--- src/rtl/itp_pkg.sv ---
`timescale 1ns / 1ps
// ----------------------------------------------------------------------------
// itp_pkg
// Shared constants and character classification for the infix to postfix
// converter.
// ----------------------------------------------------------------------------
package itp_pkg;

    localparam int unsigned STACK_DEPTH_DEF = 32;
    localparam int unsigned CHAR_W          = 8;

    typedef logic [CHAR_W-1:0] t_char;
    typedef logic [1:0]        t_prec;

    localparam t_char C_PLUS  = 8'h2B;
    localparam t_char C_MINUS = 8'h2D;
    localparam t_char C_STAR  = 8'h2A;
    localparam t_char C_SLASH = 8'h2F;
    localparam t_char C_CARET = 8'h5E;
    localparam t_char C_LPAR  = 8'h28;
    localparam t_char C_RPAR  = 8'h29;
    localparam t_char C_NUL   = 8'h00;

    localparam t_prec P_ADD   = 2'd1;
    localparam t_prec P_MUL   = 2'd2;
    localparam t_prec P_POW   = 2'd3;
    localparam t_prec P_OTHER = 2'd0;

    function automatic t_prec prec_of(input t_char c);
        t_prec p;
        if (c == C_PLUS || c == C_MINUS) begin
            p = P_ADD;
        end else if (c == C_STAR || c == C_SLASH) begin
            p = P_MUL;
        end else if (c == C_CARET) begin
            p = P_POW;
        end else begin
            p = P_OTHER;
        end
        return p;
    endfunction

    function automatic logic is_alnum(input t_char c);
        return (c >= 8'h30 && c <= 8'h39) || (c >= 8'h41 && c <= 8'h5A) ||
               (c >= 8'h61 && c <= 8'h7A);
    endfunction

endpackage

--- src/rtl/itp_stack.sv ---
`timescale 1ns / 1ps
// ----------------------------------------------------------------------------
// itp_stack
// Operator stack storage: one write port, one registered read port.
// ----------------------------------------------------------------------------
module itp_stack
    import itp_pkg::*;
#(
    parameter int unsigned DEPTH = STACK_DEPTH_DEF,
    parameter int unsigned AW    = $clog2(DEPTH)
) (
    input  logic          i_clk,
    input  logic          i_we,
    input  logic [AW-1:0] i_waddr,
    input  t_char         i_wdata,
    input  logic [AW-1:0] i_raddr,
    output t_char         o_rdata
);

    t_char r_mem [0:DEPTH-1];
    t_char r_rdata;

    always_ff @(posedge i_clk) begin
        if (i_we) begin
            r_mem[i_waddr] <= i_wdata;
        end
        r_rdata <= r_mem[i_raddr];
    end

    assign o_rdata = r_rdata;

endmodule

--- src/rtl/infix_to_postfix_converter.sv ---
`timescale 1ns / 1ps
// ----------------------------------------------------------------------------
// infix_to_postfix_converter
// Shunting-yard converter: one character in, zero or more postfix symbols out.
// ----------------------------------------------------------------------------
//  channel  direction  handshake          payload
//  input    in         i_valid / o_ready  i_in_char, i_end_of_expr
//  result   out        o_valid / i_ready  o_out_char, o_last_of_run,
//                                         o_is_terminator, o_overflow_seen
//
//  Each item passes through S_TEST, and through S_FLUSH if it emits; every
//  emitting pop is followed by S_FETCH, as it waits on the stack read port.
//  A full output register stalls the sequencer until the result transfers.
//  Reset is synchronous, active low; it empties the stack and clears the
//  overflow flag. o_ready is high only while no item is in progress.
// ----------------------------------------------------------------------------
module infix_to_postfix_converter
    import itp_pkg::*;
#(
    parameter int unsigned STACK_DEPTH = STACK_DEPTH_DEF
) (
    input  logic  i_clk,
    input  logic  i_rst_n,
    input  logic  i_valid,
    output logic  o_ready,
    input  t_char i_in_char,
    input  logic  i_end_of_expr,
    output logic  o_valid,
    input  logic  i_ready,
    output t_char o_out_char,
    output logic  o_last_of_run,
    output logic  o_is_terminator,
    output logic  o_overflow_seen
);

    localparam int unsigned CW = $clog2(STACK_DEPTH + 1);
    localparam int unsigned AW = $clog2(STACK_DEPTH);

    typedef enum logic [1:0] {S_IDLE, S_TEST, S_FETCH, S_FLUSH} t_state;
    typedef enum logic [2:0] {M_ALNUM, M_OPEN, M_CLOSE, M_OP, M_END} t_mode;

    t_state r_state, n_state;
    t_mode  r_mode,  n_mode;
    t_char  r_char,  n_char;
    logic [CW-1:0] r_count, n_count;
    logic   r_ovf, n_ovf;

    logic   r_pend_valid, n_pend_valid;
    t_char  r_pend_char,  n_pend_char;
    logic   r_pend_term,  n_pend_term;
    logic   r_pend_ovf,   n_pend_ovf;

    logic   r_out_valid, n_out_valid;
    t_char  r_out_char,  n_out_char;
    logic   r_out_last,  n_out_last;
    logic   r_out_term,  n_out_term;
    logic   r_out_ovf,   n_out_ovf;

    t_char         w_top;
    logic          w_we;
    logic [AW-1:0] w_raddr;
    logic          w_slot_free;
    logic          w_has_top;
    logic          w_emit, w_pop, w_push, w_done, w_stall;
    t_char         w_e_char;
    logic          w_e_term;

    assign w_raddr = AW'(r_count - CW'(1));

    itp_stack #(
        .DEPTH (STACK_DEPTH),
        .AW    (AW)
    ) u_stack (
        .i_clk   (i_clk),
        .i_we    (w_we),
        .i_waddr (r_count[AW-1:0]),
        .i_wdata (r_char),
        .i_raddr (w_raddr),
        .o_rdata (w_top)
    );

    assign w_slot_free = !r_out_valid || i_ready;
    assign w_has_top   = r_count != '0;

    always_comb begin
        w_emit   = 1'b0;
        w_pop    = 1'b0;
        w_push   = 1'b0;
        w_done   = 1'b0;
        w_e_char = r_char;
        w_e_term = 1'b0;
        unique case (r_mode)
            M_ALNUM: begin
                w_emit = 1'b1;
                w_done = 1'b1;
            end
            M_OPEN: begin
                w_push = 1'b1;
                w_done = 1'b1;
            end
            M_CLOSE: begin
                if (w_has_top && w_top != C_LPAR) begin
                    w_emit   = 1'b1;
                    w_pop    = 1'b1;
                    w_e_char = w_top;
                end else begin
                    w_pop  = w_has_top;
                    w_done = 1'b1;
                end
            end
            M_OP: begin
                if (w_has_top && prec_of(r_char) <= prec_of(w_top)) begin
                    w_emit   = 1'b1;
                    w_pop    = 1'b1;
                    w_e_char = w_top;
                end else begin
                    w_push = 1'b1;
                    w_done = 1'b1;
                end
            end
            M_END: begin
                w_emit = 1'b1;
                if (w_has_top) begin
                    w_pop    = 1'b1;
                    w_e_char = w_top;
                end else begin
                    w_e_char = C_NUL;
                    w_e_term = 1'b1;
                    w_done   = 1'b1;
                end
            end
            default: begin
                w_done = 1'b1;
            end
        endcase
        w_stall = w_emit && r_pend_valid && !w_slot_free;
    end

    assign w_we = (r_state == S_TEST) && !w_stall && w_push &&
                  (r_count < CW'(STACK_DEPTH));

    always_comb begin
        n_state      = r_state;
        n_mode       = r_mode;
        n_char       = r_char;
        n_count      = r_count;
        n_ovf        = r_ovf;
        n_pend_valid = r_pend_valid;
        n_pend_char  = r_pend_char;
        n_pend_term  = r_pend_term;
        n_pend_ovf   = r_pend_ovf;
        n_out_valid  = r_out_valid && !i_ready;
        n_out_char   = r_out_char;
        n_out_last   = r_out_last;
        n_out_term   = r_out_term;
        n_out_ovf    = r_out_ovf;
        unique case (r_state)
            S_IDLE: begin
                if (i_valid) begin
                    n_char  = i_in_char;
                    n_state = S_TEST;
                    priority if (i_end_of_expr) begin
                        n_mode = M_END;
                    end else if (is_alnum(i_in_char)) begin
                        n_mode = M_ALNUM;
                    end else if (i_in_char == C_LPAR) begin
                        n_mode = M_OPEN;
                    end else if (i_in_char == C_RPAR) begin
                        n_mode = M_CLOSE;
                    end else begin
                        n_mode = M_OP;
                    end
                end
            end
            S_TEST: begin
                if (!w_stall) begin
                    if (w_pop) begin
                        n_count = r_count - CW'(1);
                    end
                    if (w_push) begin
                        if (r_count < CW'(STACK_DEPTH)) begin
                            n_count = r_count + CW'(1);
                        end else begin
                            n_ovf = 1'b1;
                        end
                    end
                    if (w_emit) begin
                        if (r_pend_valid) begin
                            n_out_valid = 1'b1;
                            n_out_char  = r_pend_char;
                            n_out_last  = 1'b0;
                            n_out_term  = r_pend_term;
                            n_out_ovf   = r_pend_ovf;
                        end
                        n_pend_valid = 1'b1;
                        n_pend_char  = w_e_char;
                        n_pend_term  = w_e_term;
                        n_pend_ovf   = w_e_term && r_ovf;
                        if (w_e_term) begin
                            n_ovf = 1'b0;
                        end
                    end
                    if (!w_done) begin
                        n_state = S_FETCH;
                    end else if (w_emit || r_pend_valid) begin
                        n_state = S_FLUSH;
                    end else begin
                        n_state = S_IDLE;
                    end
                end
            end
            S_FETCH: begin
                n_state = S_TEST;
            end
            S_FLUSH: begin
                if (w_slot_free) begin
                    n_out_valid  = 1'b1;
                    n_out_char   = r_pend_char;
                    n_out_last   = 1'b1;
                    n_out_term   = r_pend_term;
                    n_out_ovf    = r_pend_ovf;
                    n_pend_valid = 1'b0;
                    n_state      = S_IDLE;
                end
            end
            default: begin
                n_state = S_IDLE;
            end
        endcase
    end

    always_ff @(posedge i_clk) begin
        if (!i_rst_n) begin
            r_state      <= S_IDLE;
            r_mode       <= M_ALNUM;
            r_count      <= '0;
            r_ovf        <= 1'b0;
            r_pend_valid <= 1'b0;
            r_out_valid  <= 1'b0;
        end else begin
            r_state      <= n_state;
            r_mode       <= n_mode;
            r_count      <= n_count;
            r_ovf        <= n_ovf;
            r_pend_valid <= n_pend_valid;
            r_out_valid  <= n_out_valid;
        end
        r_char      <= n_char;
        r_pend_char <= n_pend_char;
        r_pend_term <= n_pend_term;
        r_pend_ovf  <= n_pend_ovf;
        r_out_char  <= n_out_char;
        r_out_last  <= n_out_last;
        r_out_term  <= n_out_term;
        r_out_ovf   <= n_out_ovf;
    end

    assign o_ready         = r_state == S_IDLE;
    assign o_valid         = r_out_valid;
    assign o_out_char      = r_out_char;
    assign o_last_of_run   = r_out_last;
    assign o_is_terminator = r_out_term;
    assign o_overflow_seen = r_out_ovf;

endmodule

--- config.mk ---
export PLATFORM = sky130hd
export DESIGN_NAME = infix_to_postfix_converter
export DESIGN_NICKNAME = d
export VERILOG_FILES = /design/src/rtl/itp_pkg.sv /design/src/rtl/itp_stack.sv /design/src/rtl/infix_to_postfix_converter.sv
export SDC_FILE = /design/constraint.sdc
export NUM_CORES = 1
export LEC_CHECK = 0
export ABC_CLOCK_PERIOD_IN_PS = 3800
export CORE_MARGIN = 2
export CORE_UTILIZATION = 57
export DETAILED_ROUTE_END_ITERATION = 10
export DONT_BUFFER_PORTS = 1
export PLACE_DENSITY = 0.84
export SLEW_MARGIN = 25
export SYNTH_ARGS = -nofsm -noshare
export SYNTH_HDL_FRONTEND = slang
export SYNTH_SLANG_ARGS = --single-unit
--- constraint.sdc ---
create_clock -name i_clk -period 3.8 [get_ports i_clk]
set_clock_uncertainty 0.1 [all_clocks]
set_input_delay 1.14 -clock i_clk [delete_from_list [all_inputs] [get_ports i_clk]]
set_output_delay 1.14 -clock i_clk [all_outputs]
set_load 0.01 [all_outputs]
# Word level (Yosys, flattened, before mapping)
# Memory sizes are Yosys's and may differ from the RTL's. A register that Yosys moved wholly into a read port is not among the register bits.
# Index checks and enable logic that the tools add are counted.
[word_totals] n_memories=1 input_bits=13 wordCells=158 output_inout_bits=13 ram_bits=256 ff_bits=43
[memory_table] memory="u_stack.r_mem" words=32 word_bits=8 rd=1 rd_ports_with_merged_regs=1 write_ports=1 line_no="itp_stack.sv:20" rtl="t_char r_mem [0:DEPTH-1];"
[op_classes] bitwise=1 add_sub_neg=2 n_lt_le_gt_ge=8 n_reduce_logical=35 n_mux=72 eq_ne=25
[ops] cell="8-bit by 6-bit equality test with 1-bit output, second input constant" count=10
[ops] cell="8-bit two-way mux" count=7
[ops] cell="1-bit two-way mux" count=34
[ops] cell="2-bit two-way mux" count=15
[ops] cell="8-bit case mux with 3 select lines" count=1
[ops] cell="6-bit two-way mux" count=3
[ops] cell="8-bit by 7-bit equality test with 1-bit output, second input constant" count=2
[ops] cell="8-bit by 7-bit >= comparator with 1-bit output, second input constant" count=2
[ops] cell="8-bit by 7-bit <= comparator with 1-bit output, second input constant" count=2
[ops] cell="8-bit case mux with 2 select lines" count=1
[ops] cell="1-bit logical AND" count=12
[ops] cell="1-bit case mux with 2 select lines" count=6
[ops] cell="2-bit inequality test, second input constant" count=5
[ops] cell="1-bit case mux with 3 select lines" count=3
[ops] cell="8-bit by 6-bit >= comparator with 1-bit output, second input constant" count=1
[ops] cell="8-bit by 6-bit <= comparator with 1-bit output, second input constant" count=1
[ops] cell="1-bit logical OR" count=8
[ops] cell="8-bit by 6-bit inequality test with 1-bit output, second input constant" count=1
[ops] cell="2-bit case mux with 4 select lines" count=1
[ops] cell="6-bit by 1-bit adder with 6-bit output, second input constant" count=1
[ops] cell="3-bit by 2-bit equality test with 1-bit output, second input constant" count=2
[ops] cell="6-bit < comparator, second input constant" count=1
[ops] cell="3-bit AND reduction" count=2
[ops] cell="6-bit nonzero test" count=1
[ops] cell="16 further kinds" count=21

# Depth between registers and ports, before layout
[logic_depth] word_depth=17 mapped_depth=13 depth_no_buf=13

# By module
# Synthesis repeated with hierarchy kept, for this count alone.
[hier_totals] hier_cells=624 area_unflattened_um2=12338.1
[by_module_without_submodules] mod="itp_stack" seq_area_each_um2=7847.5 cells_each=417 instances=1 area_per_inst_um2=10053.4
[by_module_without_submodules] mod="infix_to_postfix_converter" seq_area_each_um2=1151.1 cells_each=207 instances=1 area_per_inst_um2=2284.7

# Least setup slack after synthesis
# No wires, ideal clock.
[synth_path] path_kind="reg-to-reg" start="register r_char[0]" end="register r_out_term, in the netlist o_is_terminator (enable)" path_buffers=0 required_ns=3.304 setup_slack_ns=0.007 arrival_time_ns=3.298 setup_ns=0.396 synth_period_minus_slack_ns=3.793 path_stages_with_launch=11 path_cell_list="edfxtp_1 nand4b_1 nor2_1 a21oi_1 nor4bb_1 ha_1 nor2b_1 o211ai_1 a41o_4 a21oi_1 nor3b_1"
[synth_between] elab_chain_len=13 word_cells_on_any_way=20 classes_between="1 x order compare; 7 x eq/ne; 6 x mux; 6 x reduce/logical"
[synth_lines] item="start, declared" line_no="infix_to_postfix_converter.sv:44" rtl="t_char r_char, n_char;"
[synth_lines] item="start signal, assigned" line_no="infix_to_postfix_converter.sv:248" rtl="r_char <= n_char;"
[synth_lines] item="8-bit by 7-bit equality test with 1-bit output / 8-bit by 6-bit equality test with 1-bit output (equally long branches)" line_no="itp_pkg.sv:35, itp_pkg.sv:33"
[synth_lines] item="2-bit two-way mux / 1-bit logical OR (equally long branches)" line_no="itp_pkg.sv:35, itp_pkg.sv:33"
[synth_lines] item="2-bit two-way mux" line_no="itp_pkg.sv:33" rtl="end else if (c == C_STAR || c == C_SLASH) begin"
[synth_lines] item="2-bit two-way mux *" line_no="itp_pkg.sv:31" rtl="if (c == C_PLUS || c == C_MINUS) begin"
[synth_lines] item="2-bit two-way mux *" line_no="infix_to_postfix_converter.sv:92" rtl="unique case (r_mode)"
[synth_lines] item="2-bit <= comparator *" line_no="infix_to_postfix_converter.sv:112" rtl="if (w_has_top && prec_of(r_char) <= prec_of(w_top)) begin"
[synth_lines] item="1-bit logical AND *" line_no="infix_to_postfix_converter.sv:112"
[synth_lines] item="1-bit two-way mux *" line_no="infix_to_postfix_converter.sv:112"
[synth_lines] item="1-bit case mux with 3 select lines *" line_no="infix_to_postfix_converter.sv:92"
[synth_lines] item="1-bit logical AND (2 in a row)" line_no="infix_to_postfix_converter.sv:136" rtl="w_stall = w_emit && r_pend_valid && !w_slot_free;"
[synth_lines] item="2-bit inequality test (no source line)"
[synth_lines] item="5-bit AND reduction (no source line) *"
[synth_lines] item="end signal, assigned" line_no="infix_to_postfix_converter.sv:254" rtl="r_out_term <= n_out_term;"
[synth_lines] item="end, declared" line_no="infix_to_postfix_converter.sv:56" rtl="logic r_out_term, n_out_term;"
# Mark *: on every way between the ends. The rest lies on a longest branch, timed or not. The select of a mux whose other input is x is not followed.
# A chain may end at the register's enable or synchronous reset.

# Worst setup path in the final report
[layout_path] start="register u_stack.r_rdata[4], in the netlist u_stack.o_rdata[4], read port of u_stack.r_mem" end="memory u_stack.r_mem[12][6] (netlist bit) (enable)"
[layout_between] elab_chain_len=17 word_cells_on_any_way=28 classes_between="1 x order compare; 6 x eq/ne; 11 x mux; 10 x reduce/logical"
[layout_lines] item="start, declared" line_no="itp_stack.sv:21" rtl="t_char r_rdata;"
[layout_lines] item="8-bit by 7-bit equality test with 1-bit output / 8-bit by 6-bit equality test with 1-bit output (equally long branches)" line_no="itp_pkg.sv:35, itp_pkg.sv:33"
[layout_lines] item="2-bit two-way mux / 1-bit logical OR (equally long branches)" line_no="itp_pkg.sv:35, itp_pkg.sv:33"
[layout_lines] item="2-bit two-way mux" line_no="itp_pkg.sv:33"
[layout_lines] item="2-bit two-way mux" line_no="itp_pkg.sv:31"
[layout_lines] item="2-bit two-way mux" line_no="infix_to_postfix_converter.sv:92"
[layout_lines] item="2-bit <= comparator" line_no="infix_to_postfix_converter.sv:112"
[layout_lines] item="1-bit logical AND" line_no="infix_to_postfix_converter.sv:112"
[layout_lines] item="1-bit two-way mux" line_no="infix_to_postfix_converter.sv:112"
[layout_lines] item="1-bit case mux with 3 select lines" line_no="infix_to_postfix_converter.sv:92"
[layout_lines] item="1-bit logical AND (2 in a row)" line_no="infix_to_postfix_converter.sv:136"
[layout_lines] item="1-bit zero test"
[layout_lines] item="1-bit logical AND" line_no="infix_to_postfix_converter.sv:139" rtl="assign w_we = (r_state == S_TEST) && !w_stall && w_push &&"
[layout_lines] item="1-bit logical AND * (2 in a row)" line_no="infix_to_postfix_converter.sv:139"
[layout_lines] item="1-bit two-way mux *" line_no="itp_stack.sv:24" rtl="if (i_we) begin"
[layout_lines] item="1-bit two-way mux (not written as such) *" line_no="itp_stack.sv:25" rtl="r_mem[i_waddr] <= i_wdata;"
[layout_lines] item="end, declared" line_no="itp_stack.sv:20"
# Marked as above.

==> results by group <==
Placed design
  – Final HPWL DP: 17.0 mm
  – RePlAce Congestion: roughly 0.9
  – IO Port Bufs: 0

STA
  – Unrepaired setup endpoints after global routing: no
  – Setup violators final: 0
  – Max_slew headroom: between 40 and 50%
  – Final period utilization: 94.3%
  – FMAX: 0.279 GHz
  – Worst-Margin Slew: 824 ps
  – Fin. Hold Viols: 0
  – Final hold slack: 324 ps
  – Max-slew violation count: 0
  – Fin crit period: 3580 ps
  – Final setup TNS: 0 ps

Synthesis
  – Post-synthesis mux area share: between 10% and 20%
  – Post-synthesis xor/xnor area fraction: 0.427%
  – Largest family of logic cells by synthesized area: multiplexers
  – Register area share after synthesis: 73.1%
  – Synth cell types: 64
  – Synth Area in Simple Gates: 5.46%
  – Avg Inst Size Synth: 19.5 um^2
  – Number of flops mapped to enable cells by yosys: 285
  – Syn Inst Count: 631
  – Synth Area in Compound Gates: approximately 4.0%
  – Synthesized-area fraction occupied by adder cells: 0.609%
  – Synthesized flop and latch total: 307
  – Synth warn: 0
  – Asr flop ratio synth: 0%
  – Syn Nets: between 600 and 700
  – Top FF cell, synth: edfxtp_1
  – Synth Cell Area: 0.0123 mm^2

Critical path
  – Reg2Reg Setup Slack: 220 ps
  – CP required: 3940 ps
  – Crit path kind: register to register
  – Worst Setup End Kind: register
  – Startpoint types: register
  – Worst r2r src: u_stack.o_rdata[4]
  – CP max FO: 8
  – Reg2reg end: u_stack.r_mem[12][6]
  – Worst path cell trace: nor4b_2 > nand2_1 > nor3b_1 > a21oi_1 > nor2b_1 > ha_1 > and3_1 > a21o_1 > a211oi_2 > buf_4 > nand2_1 > nor2_1 > buf_4
  – Crit path DAT: 3720 ps
  – Critical-path top delay cell: nor4b_2
  – CP peak stage delay: ~370 ps
  – Worst Reg-to-Reg Cells: 13

Route
  – Via count: 6,551
  – Top sig layer: met4
  – M1 WL: 10.3 mm
  – Post-DR vias/cell: 6.62
  – DR pass1 iterations: 8
  – DR WL/cell: 27.3 um
  – Final WL: 27.0 mm
  – Antenna viol nets, final: 0
  – DR DRC count: 1
  – Met2 Routed Length: 13.6 mm
  – WL met3: 2.14 mm
  – Initial DRC Count: 793

Die
  – Starting Density: around three fifths
  – Core area: 0.0211 mm^2
  – Boundary pin count: 26
  – Die Ht: around 150 um
  – Die area: roughly 0.023 mm^2
  – Row cnt: 53
  – Die width: 151 um

Clock network
  – Clk sink count: ~300
  – Clk slew on worst S/H paths: approximately 60 ps
  – TritonCTS clock tree: yes
  – Worst skew pair latency: approximately 540 ps
  – CTS buffer count: 29
  – H-tree levels: 1
  – CTS Root Cell: clkbuf_16
  – Max clock buf depth: 3

Status
  – Failing checks: DRC
  – Status: complete, but fails checks

Final layout
  – Register Area: 0.00900 mm^2
  – Antenna cells: 0
  – Fillers: 1,301
  – Most common cell after layout, fill and taps aside: edfxtp_1
  – P&R area growth vs syn: 13.1%
  – Fraction of layout cells with a size suffix above 1: 28.3%
  – Commonest cells after routing, fill and taps aside: edfxtp_1, mux4_2, buf_4
  – Nets: roughly 710
  – Multi-input logic area: ~0.0032 mm^2

Hold path
  – Hold Path Depth: 0
  – Hold Startpoint: r_pend_char[1]
  – End of the worst hold path: o_out_char[1]
  – Hold Path Class: register to register

GRT
  – Largest net degree at the start of global routing: 74
  – GRT Total Usage: 24.4%
  – Overflow left after global routing: 0
  – Initial antenna violation count: 0
  – First-pass GRT wire length: between 40 and 50 mm
  – Vias in the first global route: between 6,000 and 7,000

Power and ir drop
  – Leak: 0.00438 uW
  – VDD IR max: about 0.00043 V
  – PD cells: between 500 and 600 mW/mm^2

Job
  – MaxCap Viol Count: 0
==> synth_stat cells (all sizes together) (2+ instances only) <==
master	count	area (um^2)
xor2	2	17.5
nor4b	3	26.3
nor3b	4	30.0
a22o	9	78.8
a21o	3	22.5
nand2b	3	18.8
o21ai	8	40.0
or3	2	12.5
o211ai	2	15.0
and3	2	12.5
nor4	3	18.8
clkbuf	16	60.1
and4	2	17.5
edfxtp	285	8560
ha	6	75.1
or3b	2	17.5
nor3	5	30.0
nor2	52	195
mux2	8	90.1
nor2b	9	56.3
nand3	5	25.0
o32ai	2	17.5
o221a	2	22.5
nand2	20	75.1
a21oi	16	80.1
and2	2	12.5
inv	6	22.5
a32o	2	20.0
a211oi	2	25.0
dfxtp	22	440
nand3b	7	52.6
mux4	80	1800
nand4	2	12.5
a31oi	2	27.5
buf	9	43.8
xnor2	4	35.0
==> power breakdown <==
part	switching, uW	internal [uW]
Sequential	57.5	3770
Combinational	270	184
Clock	1200	1600
==> timing repair <==
item / CTS / global route
setup buffers: 0 / 2
setup endpoints to repair: 0 / 252
hold buffers: 0 / 0
resized for setup: 0 / 1
==> routing by layer <==
metal  GRT usage, %  up-vias
li1               -     2732
met1           33.2     3335
met2           41.3      403
met3           4.13       81
met4           7.20        0
met5              0        -
==> critical path, delay by kind of cell (launching register included) <==
kind,cells,cell delay [ps]
AO/OA/AOI/OAI,3,510
flip-flops,1,340
AND/OR/NAND/NOR,7,1680
buffers and inverters,2,410
adder cells (fa/ha/maj),1,250
==> worst max-delay path by stage <==
stage	end	slack [ps]	cells after the start	start
global route	u_stack.r_mem[12][4]	20	13	r_char[4]
finish	u_stack.r_mem[12][6]	220	13	u_stack.o_rdata[4]
detailed placement	u_stack.r_mem[12][7]	230	13	u_stack.o_rdata[4]
floorplan	o_is_terminator	7	10	r_char[0]
global placement	u_stack.r_mem[28][1]	410	13	u_stack.o_rdata[4]
CTS	u_stack.r_mem[12][6]	90	13	u_stack.o_rdata[4]
==> registers in the layout, summed over array words and instances (netlist names) <==
| register | count |
|---|---|
| u_stack.r_mem | 256 |
| o_out_char | 8 |
| r_char | 8 |
| r_pend_char | 8 |
| u_stack.o_rdata | 8 |
| r_count | 6 |
| r_mode | 3 |
| r_state | 2 |
| o_is_terminator | 1 |
| o_last_of_run | 1 |
| o_overflow_seen | 1 |
| o_valid | 1 |
| r_ovf | 1 |
| r_pend_ovf | 1 |
| r_pend_term | 1 |
| r_pend_valid | 1 |
==> area by class of cell <==
cell class | instances | share of cell area (%)
repair buffers | 55 | 3.14
clock buffers | 34 | 5.34
clock inverters | 19 | 1.26
multi-input cells | 293 | 23.0
well taps | 275 | 2.47
inverters | 6 | 0.162
flip-flops and latches | 307 | 64.6
==> kinds of logic (layout without fill, tap and decap cells) <==
logic type,Yosys count,after routing
xor+xnor,6,6
compound gates,63,63
flops,307,307
mux,89,89
simple gates,129,129
buf+inv,31,114
fa+ha+maj,6,6
==> through the flow <==
stage / std cells / utilization (%) / total power (uW) / setup slack, ps / area (um^2)
floorplan: 631 / - / 4180 / 6.66 / 12300
global placement: 934 / 61.6 / 4310 / 409 / 13000
detailed placement: 934 / 61.6 / 4340 / 228 / 13000
CTS: 987 / 66.0 / 7110 / 87.0 / 13900
global route: 989 / 66.1 / 7270 / 22.7 / 13900
finish: 989 / 66.1 / 7080 / 215 / 13900
(Power assumes the default switching activity.)
